[config.mk]
export PLATFORM = sky130hd
export DESIGN_NAME = lru_page_replacement_unit
export DESIGN_NICKNAME = d
export VERILOG_FILES = /design/src/rtl/lpr_pkg.sv /design/src/rtl/lru_page_replacement_unit.sv /design/src/rtl/lpr_cell.sv
export SDC_FILE = /design/constraint.sdc
export NUM_CORES = 2
export LEC_CHECK = 0
export ABC_AREA = 1
export BUFFER_PORTS_ARGS = -buffer_cell sky130_fd_sc_hd__buf_2
export CAP_MARGIN = 25
export CORE_UTILIZATION = 62
export CTS_CLUSTER_DIAMETER = 200
export DETAILED_ROUTE_END_ITERATION = 12
export MAX_ROUTING_LAYER = met4
export PLACE_DENSITY_LB_ADDON = 0.25
export SLEW_MARGIN = 20
export SYNTH_ARGS = -nofsm -noshare
export SYNTH_HDL_FRONTEND = slang
export SYNTH_SLANG_ARGS = --single-unit
export TNS_END_PERCENT = 50
[constraint.sdc]
create_clock -name clk -period 5.1 [get_ports clk]
set_input_delay 1.02 -clock clk [delete_from_list [all_inputs] [get_ports clk]]
set_output_delay 1.02 -clock clk [all_outputs]
set_load 0.05 [all_outputs]
[src/rtl/lpr_pkg.sv]
`timescale 1ns / 1ps
// ----------------------------------------------------------------------------
// lpr_pkg: shared constants and types for the LRU page replacement unit
// Widths of the page, stamp and total fields, the configuration register
// reset value and the per-frame update command.
// ----------------------------------------------------------------------------
package lpr_pkg;

  localparam int FRAMES_DEFAULT = 8;
  localparam int PAGE_W         = 16;
  localparam int STAMP_W        = 32;
  localparam int CFG_W          = 4;
  localparam int FRAME_OUT_W    = 3;
  localparam logic [CFG_W-1:0]   CFG_RESET = 4'd8;
  localparam logic [STAMP_W-1:0] COUNT_MAX = '1;

  // Update command sent to one frame cell during the commit cycle.
  typedef struct packed {
    logic               clear;  // end of string: drop valid bit and stamp
    logic               write;  // this frame was picked
    logic               load;   // fault: the frame takes a new page
    logic [PAGE_W-1:0]  page;
    logic [STAMP_W-1:0] stamp;
  } lpr_cmd_t;

endpackage

[src/rtl/lru_page_replacement_unit.sv]
`timescale 1ns / 1ps
// ----------------------------------------------------------------------------
// lru_page_replacement_unit: fully associative LRU page frame store
// Each input beat is one page reference; each output beat reports hit or
// fault, the frame used, the evicted page and saturating running totals.
// ----------------------------------------------------------------------------
// Usage:
// The input channel (in_valid/in_ready) carries page and end_of_string. The
// output channel (out_valid/out_ready) carries one result beat per input
// beat, in order. The cfg channel writes frames_in_use (reset 8); write it
// only while no reference is in flight. cfg_ready is always high.
// Timing: a reference is taken in an idle cycle, then a search record walks
// the row of frame cells one cell per cycle, then a commit cycle updates the
// picked frame and loads the output register. The next reference is taken
// only after commit; the result appears the cycle after commit.
// When the receiver stalls, the block still takes the next reference and
// searches it; commit waits until the output register is free.
// Reset (rst, synchronous) empties all frames, clears stamps and totals and
// sets frames_in_use to 8. An end_of_string beat does the same to the
// frames and totals after its own result, leaving frames_in_use alone.
// ----------------------------------------------------------------------------
module lru_page_replacement_unit #(
  parameter int FRAMES = lpr_pkg::FRAMES_DEFAULT
) (
  input  logic                              clk,
  input  logic                              rst,
  input  logic                              cfg_valid,
  output logic                              cfg_ready,
  input  logic [lpr_pkg::CFG_W-1:0]         cfg_data,
  input  logic                              in_valid,
  output logic                              in_ready,
  input  logic [lpr_pkg::PAGE_W-1:0]        page,
  input  logic                              end_of_string,
  output logic                              out_valid,
  input  logic                              out_ready,
  output logic                              hit,
  output logic [lpr_pkg::FRAME_OUT_W-1:0]   frame_index,
  output logic                              evicted_valid,
  output logic [lpr_pkg::PAGE_W-1:0]        evicted_page,
  output logic [lpr_pkg::STAMP_W-1:0]       fault_total,
  output logic [lpr_pkg::STAMP_W-1:0]       hit_total
);

  localparam int IDX_W = (FRAMES > 1) ? $clog2(FRAMES) : 1;
  localparam int REC_W = 2*lpr_pkg::PAGE_W + lpr_pkg::STAMP_W + 3*IDX_W + 3;
  localparam logic [IDX_W-1:0] LAST_CNT = IDX_W'(FRAMES - 1);

  typedef struct packed {
    logic [lpr_pkg::PAGE_W-1:0]  page;
    logic                        found;
    logic [IDX_W-1:0]            hit_idx;
    logic                        has_empty;
    logic [IDX_W-1:0]            empty_idx;
    logic                        have_min;
    logic [lpr_pkg::STAMP_W-1:0] min_stamp;
    logic [IDX_W-1:0]            min_idx;
    logic [lpr_pkg::PAGE_W-1:0]  min_page;
  } scan_t;

  typedef enum logic [2:0] {
    S_IDLE   = 3'b001,
    S_SCAN   = 3'b010,
    S_COMMIT = 3'b100
  } state_t;

  function automatic logic [lpr_pkg::STAMP_W-1:0] sat_inc(
    input logic [lpr_pkg::STAMP_W-1:0] v
  );
    return (v == lpr_pkg::COUNT_MAX) ? v : v + 1'b1;
  endfunction

  state_t                       state;
  state_t                       state_next;
  logic [IDX_W-1:0]             scan_cnt;
  logic [lpr_pkg::CFG_W-1:0]    frames_in_use;
  logic                         eos_q;
  scan_t                        scan_head;
  scan_t                        scan_head_next;
  logic [REC_W-1:0]             link [FRAMES+1];
  scan_t                        rec;
  logic [FRAMES-1:0]            active;
  lpr_pkg::lpr_cmd_t            cmd [FRAMES];
  logic [lpr_pkg::STAMP_W-1:0]  ref_counter;
  logic [lpr_pkg::STAMP_W-1:0]  fault_counter;
  logic [lpr_pkg::STAMP_W-1:0]  hit_counter;
  logic [lpr_pkg::STAMP_W-1:0]  stamp_new;
  logic [IDX_W-1:0]             pick;
  logic                         in_accept;
  logic                         commit;

  assign cfg_ready = 1'b1;
  assign in_ready  = (state == S_IDLE);
  assign in_accept = in_valid && in_ready;
  assign commit    = (state == S_COMMIT) && (!out_valid || out_ready);
  assign link[0]   = scan_head;
  assign rec       = link[FRAMES];
  assign stamp_new = sat_inc(ref_counter);

  always_comb begin
    priority if (rec.found) begin
      pick = rec.hit_idx;
    end else if (rec.has_empty) begin
      pick = rec.empty_idx;
    end else begin
      pick = rec.min_idx;
    end
  end

  for (genvar k = 0; k < FRAMES; k++) begin : g_cell
    // Frame 0 always takes part; a count of zero acts as one.
    assign active[k] = (k == 0) || (32'(k) < 32'(frames_in_use));

    always_comb begin
      cmd[k].clear = commit && eos_q;
      cmd[k].write = commit && (pick == IDX_W'(k));
      cmd[k].load  = !rec.found;
      cmd[k].page  = rec.page;
      cmd[k].stamp = stamp_new;
    end

    lpr_cell #(
      .IDX_W (IDX_W),
      .INDEX (k)
    ) u_cell (
      .clk      (clk),
      .rst      (rst),
      .active   (active[k]),
      .cmd      (cmd[k]),
      .scan_in  (link[k]),
      .scan_out (link[k+1])
    );
  end

  always_comb begin
    state_next = state;
    unique case (state)
      S_IDLE: begin
        if (in_accept) begin
          state_next = S_SCAN;
        end
      end
      S_SCAN: begin
        if (scan_cnt == LAST_CNT) begin
          state_next = S_COMMIT;
        end
      end
      S_COMMIT: begin
        if (commit) begin
          state_next = S_IDLE;
        end
      end
      default: state_next = S_IDLE;
    endcase
  end

  always_ff @(posedge clk) begin
    if (rst) begin
      state    <= S_IDLE;
      scan_cnt <= '0;
    end else begin
      state <= state_next;
      if (state == S_SCAN) begin
        scan_cnt <= scan_cnt + 1'b1;
      end else begin
        scan_cnt <= '0;
      end
    end
  end

  always_ff @(posedge clk) begin
    if (rst) begin
      frames_in_use <= lpr_pkg::CFG_RESET;
    end else if (cfg_valid && cfg_ready) begin
      frames_in_use <= cfg_data;
    end
  end

  // The head record enters cell 0 empty apart from the referenced page.
  always_comb begin
    scan_head_next      = '0;
    scan_head_next.page = page;
  end

  always_ff @(posedge clk) begin
    if (in_accept) begin
      scan_head <= scan_head_next;
      eos_q     <= end_of_string;
    end
  end

  always_ff @(posedge clk) begin
    if (rst) begin
      ref_counter   <= '0;
      fault_counter <= '0;
      hit_counter   <= '0;
    end else if (commit) begin
      if (eos_q) begin
        ref_counter   <= '0;
        fault_counter <= '0;
        hit_counter   <= '0;
      end else begin
        ref_counter <= stamp_new;
        if (rec.found) begin
          hit_counter <= sat_inc(hit_counter);
        end else begin
          fault_counter <= sat_inc(fault_counter);
        end
      end
    end
  end

  always_ff @(posedge clk) begin
    if (rst) begin
      out_valid <= 1'b0;
    end else if (commit) begin
      out_valid <= 1'b1;
    end else if (out_ready) begin
      out_valid <= 1'b0;
    end
  end

  always_ff @(posedge clk) begin
    if (commit) begin
      hit           <= rec.found;
      frame_index   <= lpr_pkg::FRAME_OUT_W'(pick);
      evicted_valid <= !rec.found && !rec.has_empty;
      evicted_page  <= (!rec.found && !rec.has_empty) ? rec.min_page : '0;
      fault_total   <= rec.found ? fault_counter : sat_inc(fault_counter);
      hit_total     <= rec.found ? sat_inc(hit_counter) : hit_counter;
    end
  end

  a_accept_starts_scan: assert property (@(posedge clk) disable iff (rst)
    in_accept |=> (state == S_SCAN) && (scan_cnt == '0))
    else $error("accepted reference did not start a scan");

  a_commit_loads_output: assert property (@(posedge clk) disable iff (rst)
    commit |=> out_valid && (state == S_IDLE))
    else $error("commit did not load the output register");

  a_commit_has_choice: assert property (@(posedge clk) disable iff (rst)
    commit |-> (rec.found || rec.has_empty || rec.have_min))
    else $error("search record reached commit with no candidate frame");

  a_totals_bounded: assert property (@(posedge clk) disable iff (rst)
    (ref_counter >= fault_counter) && (ref_counter >= hit_counter))
    else $error("a running total exceeds the reference count");

endmodule

[src/rtl/lpr_cell.sv]
`timescale 1ns / 1ps
// ----------------------------------------------------------------------------
// lpr_cell: one page frame of the replacement chain
// Holds the frame's page, valid bit and last-use stamp, folds them into the
// search record coming from its left neighbor and registers the result for
// the next cell.
// ----------------------------------------------------------------------------
module lpr_cell #(
  parameter int IDX_W = 3,
  parameter int INDEX = 0
) (
  input  logic                     clk,
  input  logic                     rst,
  input  logic                     active,
  input  lpr_pkg::lpr_cmd_t        cmd,
  input  logic [2*lpr_pkg::PAGE_W+lpr_pkg::STAMP_W+3*IDX_W+2:0] scan_in,
  output logic [2*lpr_pkg::PAGE_W+lpr_pkg::STAMP_W+3*IDX_W+2:0] scan_out
);

  typedef struct packed {
    logic [lpr_pkg::PAGE_W-1:0]  page;
    logic                        found;
    logic [IDX_W-1:0]            hit_idx;
    logic                        has_empty;
    logic [IDX_W-1:0]            empty_idx;
    logic                        have_min;
    logic [lpr_pkg::STAMP_W-1:0] min_stamp;
    logic [IDX_W-1:0]            min_idx;
    logic [lpr_pkg::PAGE_W-1:0]  min_page;
  } scan_t;

  logic                        valid;
  logic [lpr_pkg::PAGE_W-1:0]  page_q;
  logic [lpr_pkg::STAMP_W-1:0] stamp;
  scan_t                       rec_in;
  scan_t                       rec_next;
  scan_t                       rec;

  assign rec_in   = scan_in;
  assign scan_out = rec;

  always_comb begin
    rec_next = rec_in;
    if (active) begin
      if (!rec_in.found && valid && (page_q == rec_in.page)) begin
        rec_next.found   = 1'b1;
        rec_next.hit_idx = IDX_W'(INDEX);
      end
      if (!rec_in.has_empty && !valid) begin
        rec_next.has_empty = 1'b1;
        rec_next.empty_idx = IDX_W'(INDEX);
      end
      // Strict less-than keeps the lowest index on equal stamps.
      if (valid && (!rec_in.have_min || (stamp < rec_in.min_stamp))) begin
        rec_next.have_min  = 1'b1;
        rec_next.min_stamp = stamp;
        rec_next.min_idx   = IDX_W'(INDEX);
        rec_next.min_page  = page_q;
      end
    end
  end

  always_ff @(posedge clk) begin
    rec <= rec_next;
  end

  always_ff @(posedge clk) begin
    if (rst || cmd.clear) begin
      valid <= 1'b0;
      stamp <= '0;
    end else if (cmd.write) begin
      stamp <= cmd.stamp;
      if (cmd.load) begin
        valid <= 1'b1;
      end
    end
  end

  always_ff @(posedge clk) begin
    if (!cmd.clear && cmd.write && cmd.load) begin
      page_q <= cmd.page;
    end
  end

endmodule

# [After elaboration in Yosys (flattened, before gate mapping)]
# Cells that the tools add are included.
# Widths: inputs -> output; s select.
[totals] wordCells=305 in_bits=26 out_inout_bits=88 reg_bits=1167
[op_classes] eq_ne=25 n_reduce_logical=110 order_cmp=14 n_addsub=4 n_bitwise=2 n_mux=44
[ops] cell="$mux 60" n=7
[ops] cell="$mux 52" n=7
[ops] cell="$mux 32" n=8
[ops] cell="$lt 32x32->1" n=7
[ops] cell="$eq 16x16->1" n=8
[ops] cell="$add 32x1->32 const B" n=3
[ops] cell="$eq 32x32->1 const B" n=3
[ops] cell="$logic_and 1x1->1" n=57
[ops] cell="$mux 4" n=14
[ops] cell="$logic_not 1->1" n=32
[ops] cell="$eq 3x3->1 const B" n=6
[ops] cell="$lt 3x4->1 const A" n=4
[ops] cell="$reduce_and 2->1" n=8
[ops] cell="$mux 3" n=5
[ops] cell="$eq 3x2->1 const B" n=3
[ops] cell="$logic_or 1x1->1" n=9
[ops] cell="$pmux 3 s3" n=1
[ops] cell="$lt 2x4->1 const A" n=2
[ops] cell="$eq 3x1->1 const B" n=2
[ops] cell="$lt 1x4->1 const A" n=1
[ops] cell="$ne 2x2->1 const B" n=2
[ops] cell="$add 3x1->3 const B" n=1
[ops] cell="$logic_not 3->1" n=1
[ops] cell="$reduce_and 3->1" n=1
[ops] cell="5 further kinds" n=7

# [Logic depth before layout (Yosys ltp)]
[logic_depth] ltp_word=7 depth_mapped=18

# [By module]
# From an unflattened synthesis, not the netlist that was laid out.
[hier_totals] hier_cells=6265 area_unflattened_um2=51002.7
[by_module_without_submodules] mod="lpr_cell (g_cell[3].u_cell ...)" area_each_um2=5022.3 instances=3 cells_each=594 seq_area_each_um2=2662.6
[by_module_without_submodules] mod="lpr_cell (g_cell[1].u_cell ...)" area_each_um2=4948.5 instances=3 cells_each=594 seq_area_each_um2=2662.6
[by_module_without_submodules] mod="lru_page_replacement_unit" area_each_um2=11035.6 instances=1 cells_each=1508 seq_area_each_um2=5205.0
[by_module_without_submodules] mod="lpr_cell (g_cell[7].u_cell)" area_each_um2=5098.6 instances=1 cells_each=599 seq_area_each_um2=2662.6
[by_module_without_submodules] mod="lpr_cell (g_cell[0].u_cell)" area_each_um2=4956.0 instances=1 cells_each=594 seq_area_each_um2=2662.6

# [Worst setup path after synthesis]
# OpenSTA, ideal clock, no wires.
[synth_path] kind="input-to-reg" startpoint="in out_ready" endpoint="reg g_cell[1].u_cell.page_q[0] (netlist name) (enable)" arrival_time_ns=3.979 cell_stages=9 setup_slack_ns=0.732 t_required_ns=4.712 path_cell_list="nor2_2 > nor2_4 > inv_4 > nor2_2 > inv_2 > nor2_4 > buf_2 > nand2_1 > nor2_1"
[synth_via] elab_chain_len=6 elab_cells_between_ends=7
[synth_lines] element="start, declared" line_no="lru_page_replacement_unit.sv:35" source="input logic out_ready,"
[synth_lines] element="$logic_or 1x1->1 *" line_no="lru_page_replacement_unit.sv:94" source="assign commit = (state == S_COMMIT) && (!out_valid || out_ready);"
[synth_lines] element="$logic_and 1x1->1 *" line_no="lru_page_replacement_unit.sv:94"
[synth_lines] element="named net commit" line_no="lru_page_replacement_unit.sv:89" source="logic commit;"
[synth_lines] element="$logic_and 1x1->1" line_no="lru_page_replacement_unit.sv:114" source="cmd[k].clear = commit && eos_q;"
[synth_lines] element="$logic_not 1->1" line_no="lpr_cell.sv:80" source="if (!cmd.clear && cmd.write && cmd.load) begin"
[synth_lines] element="$logic_and 1x1->1 * (2 in a row)" line_no="lpr_cell.sv:80"
[synth_lines] element="end signal, assigned" line_no="lpr_cell.sv:81" source="page_q <= cmd.page;"
[synth_lines] element="end, declared" line_no="lpr_cell.sv:33" source="logic [lpr_pkg::PAGE_W-1:0] page_q;"
# The timed path passes the listed nets; every way through them passes the cells marked *.
# A chain may end at the register's enable or synchronous reset.

# [Worst setup path in the final report]
[layout_path] startpoint="reg ref_counter[0] (netlist name)" endpoint="reg g_cell[0].u_cell.stamp[0] (netlist name)"
[layout_via] elab_chain_len=2 elab_cells_between_ends=3
[layout_lines] element="start, declared" line_no="lru_page_replacement_unit.sv:83" source="logic [lpr_pkg::STAMP_W-1:0] ref_counter;"
[layout_lines] element="start signal, assigned" line_no="lru_page_replacement_unit.sv:202" source="ref_counter <= stamp_new;"
[layout_lines] element="$add 32x1->32 or $eq 32x32->1 (tied branches)" line_no="lru_page_replacement_unit.sv:69" source="return (v == lpr_pkg::COUNT_MAX) ? v : v + 1'b1;"
[layout_lines] element="$mux 32 *" line_no="lru_page_replacement_unit.sv:69"
[layout_lines] element="end signal, assigned" line_no="lpr_cell.sv:72" source="stamp <= cmd.stamp;"
[layout_lines] element="end, declared" line_no="lpr_cell.sv:34" source="logic [lpr_pkg::STAMP_W-1:0] stamp;"
# Mark *: on every way between the ends. The rest lies on a longest branch, timed or not.

==> results.md <==
- Status: completed
- Aggregate global-route resource usage: 29.4%
- Max Cap Viol: 0
- Die Span Y: 280 um
- Logic pwr share: 5.8%
- P_leak: 24.0 nW
- Post-synthesis mux area share: 0%
- Switching share of power: 23.6%
- Fin crit share: 61.1%
- Area grow syn2layout: 11.0%
- CP max-delay cell: dfxtp_1
- Final hold violations: 0
- Clock latency on the worst-skew pair: 680 ps
- Root Buffer: clkbuf_16
- Largest family of logic cells by synthesized area: simple AND/OR/NAND/NOR gates
- XOR/XNOR Fraction of Synth Area: 1.88%
- Critical path fanouts, max: 19
- RSZ-0062 raised after global routing: no
- Yosys reg bits: 1,155
- Nets@finish: 6,144
- Arr. time, crit path: 3730 ps
- Yosys Warn Count: 0
- Initial antenna violation count: 0
- Drc violations: 0
- Worst vdd ir: 0.310 mV
- Ports: 114
- Clock buffer depth: 3
- DR WL/cell: 16.1 um
- DR pass1 iterations: 6
- Worst slew pin tran: 1060 ps
- Largest area contributor in the netlist: dfxtp_1
- Compound-gate portion of the synthesized area: 8.09%
- Chip width: 280 um
- Crit start category: register
- Primary FF master, synth: dfxtp_1
- Antenna Cells: 0
- Power Internal: 0.0152 W
- Reg power frac: 51.2%
- Die area: 0.0784 sq mm
- # clock sinks: 1,155
- Pre-CTS setup slack: 1730 ps
- Worst path cell trace: ha_1, nand2_1, nor2_2, nand4_1, inv_1, nand2_1, buf_4, xor2_1, inv_1, nand2_1, o211ai_1, inv_1
- Relative slew slack: 29.0%
- Sw power: 0.00471 W
- TritonCTS clock tree: yes
- Setup bufs post-CTS: 0
- Pin count of the biggest net entering global routing: 99
- Final non-filler cell total: 7,023
- Placed Cells: 6,809
- Clk_skew: 21.0 ps
- CP Capture Type: register
- Grt total ovfl: 0
- Cell Rows: 101
- Fmax: 0.321 GHz
- Fraction of layout cells with a size suffix above 1: 7.38%
- Synthesized instance count: 5,847
- Top cells by count, synth: 1,413 x nand2_1, 925 x dfxtp_1, 770 x inv_1, 501 x nor2_1, 479 x nand3_1
- HP Class: register to register
- GP Congestion: 0.945
- Post-synth EDFFs: 230
- Final min period: 3120 ps
- Setup TNS: 0 ps
- Cts hold-fix bufs: 0
- CP Class: register to register
- Post-DRT Antenna Nets: 0
- Initial Util: 62.8%
- CP Buf/Inv Count: 4
- H-tree depth: 3
- Via count: 37,600
- Top delay family on crit path: simple AND/OR/NAND/NOR gates
- Count of cell types in the netlist: 52
- Adder-cell share of the synthesized area: 5.80%
- Inserted Clock Buffers: 111
- Share of the synthesized area in the top cell type: 38.7%
- First-pass GRT wire length: 181 mm
- Port bufs: 112
- Final setup violation count: 0
- DRT Wirelength: 113 mm
- Pwr dens: 375 mW/mm^2
- PnR worst setup slack: 1980 ps
- Max incr delay on CP: 440 ps
- Clock power share: 43.0%
- Worst EP required: 5720 ps
- Post-Syn Area per Cell: 8.19 sq um
- Worst hold slack: 344 ps
- Post-synthesis simple-gate area fraction: 22.9%
- Most common cell in the synthesized netlist: nand2_1
- 1st-iter DRT viols: 3,094
- Synth area leaders: dfxtp_1 39%, edfxtp_1 14%, nand2_1 11%, inv_1 6.0%, ha_1 5.8%
- Seq/Total Area, Yosys: 53.1%
- Via density: 5.36
- Vias in the first global route: 35,400
- Fin. max-slew vios: 0
- Synth Net Count: 6,095
- Core area: 0.0762 sq mm
- Clock Pin Slew Worst Setup and Hold Paths: 60 ps
- Detailed Place HPWL: 78.7 mm
- Post-Syn Area: 0.0479 sq mm
- Post_cts resized: 0
- Ys async rst share: 0%
## state kept, by name, indices dropped and copies added (netlist names), 3 cells and up
signal and cells:
evicted_page 16, g_cell.u_cell.scan_out 554, frame_index 3, hit_counter 32, state 3, frames_in_use 4, link 16, g_cell.u_cell.stamp 256
hit_total 32, fault_total 32, ref_counter 32, fault_counter 32, g_cell.u_cell.valid 8, g_cell.u_cell.page_q 128, scan_cnt 3
## cell type report
type                            count  area (sq um)
Clock buffer                      142          3100
Fill cell                        5939         23000
Inverter                          789          2970
Timing Repair Buffer              164          1020
Sequential cell                  1155         25400
Tap cell                         1030          1290
Clock inverter                     68           801
Multi-Input combinational cell   3675         18600
## kinds of logic after synthesis
kind of cell	after synthesis
fa+ha+maj	222
other cells	1
buf+inv	1017
compound gates	738
xor+xnor	102
simple gates	2612
flops	1155
## power by group through the flow
stage	clock network (W)	logic (W)	registers, W
floorplan	0	0.000682	0.0104
global placement	0	0.00110	0.0104
detailed placement	0	0.00111	0.0104
CTS	0.00868	0.00112	0.0102
global route	0.00906	0.00126	0.0102
finish	0.00857	0.00116	0.0102
## layout by cell type (no fill, tap or decap), types with 10 or more instances in the layout
master        n
xnor2_1      26
dfxtp_1     923
nor3_1       75
o21bai_1     12
nand2_1    1411
clkbuf_1     14
o21ai_1      55
clkbuf_16   114
nand4_1      44
and2_1       17
edfxtp_1    230
clkbuf_8     14
o22ai_1      14
xor2_1       75
nor2_1      495
o211ai_1     10
o21ai_0     261
buf_4        49
nor4_1       13
inv_2        15
clkinv_2     23
a31oi_1      11
clkinv_1     14
a21oi_1     344
bufinv_16    15
buf_2       111
inv_1       770
nand3_1     479
nor2_4       16
ha_1        222
or2_2        34
## final timing paths
path | startpoint | to | slack (ps) | depth (start not counted)
max | ref_counter[0]$_SDFFE_PP0P_ | g_cell[0].u_cell.stamp[0]$_SDFFE_PP0P_ | 1980 | 12
min | g_cell[6].u_cell.scan_out[69]$_DFF_P_ | g_cell[7].u_cell.scan_out[69]$_DFF_P_ | 340 | 0
max reg2reg | ref_counter[0]$_SDFFE_PP0P_ | g_cell[0].u_cell.stamp[0]$_SDFFE_PP0P_ | 1980 | 12
min reg2reg | g_cell[6].u_cell.scan_out[69]$_DFF_P_ | g_cell[7].u_cell.scan_out[69]$_DFF_P_ | 340 | 0
## worst reg2reg max path: cells and delay by family (launching register included)
family / cells / cell delay, ps
compound gates: 1 / 80
flops: 1 / 440
fa+ha+maj: 1 / 240
xor+xnor: 1 / 310
simple gates: 5 / 1070
buf+inv: 4 / 920
## per-stage QoR
stage	power, W	cell area [sq um]	utilization (%)
2_1_floorplan	0.0110	47900	-
3_3_place_gp	0.0115	49200	64.5
3_5_place_dp	0.0115	49200	64.5
4_1_cts	0.0200	53100	69.6
5_1_grt	0.0206	53200	69.8
6_report	0.0199	53200	69.8
## per-layer routing
| layer | wire length (um) | track usage [%] | vias to the layer above |
|---|---|---|---|
| li1 | - | - | 18800 |
| met1 | 51400 | 39.5 | 17400 |
| met2 | 51400 | 46.3 | 1244 |
| met3 | 6630 | 3.25 | 227 |
| met4 | 3630 | 10.5 | 0 |
| met5 | 0 | - | - |
Power figures use the tool's default switching activity.
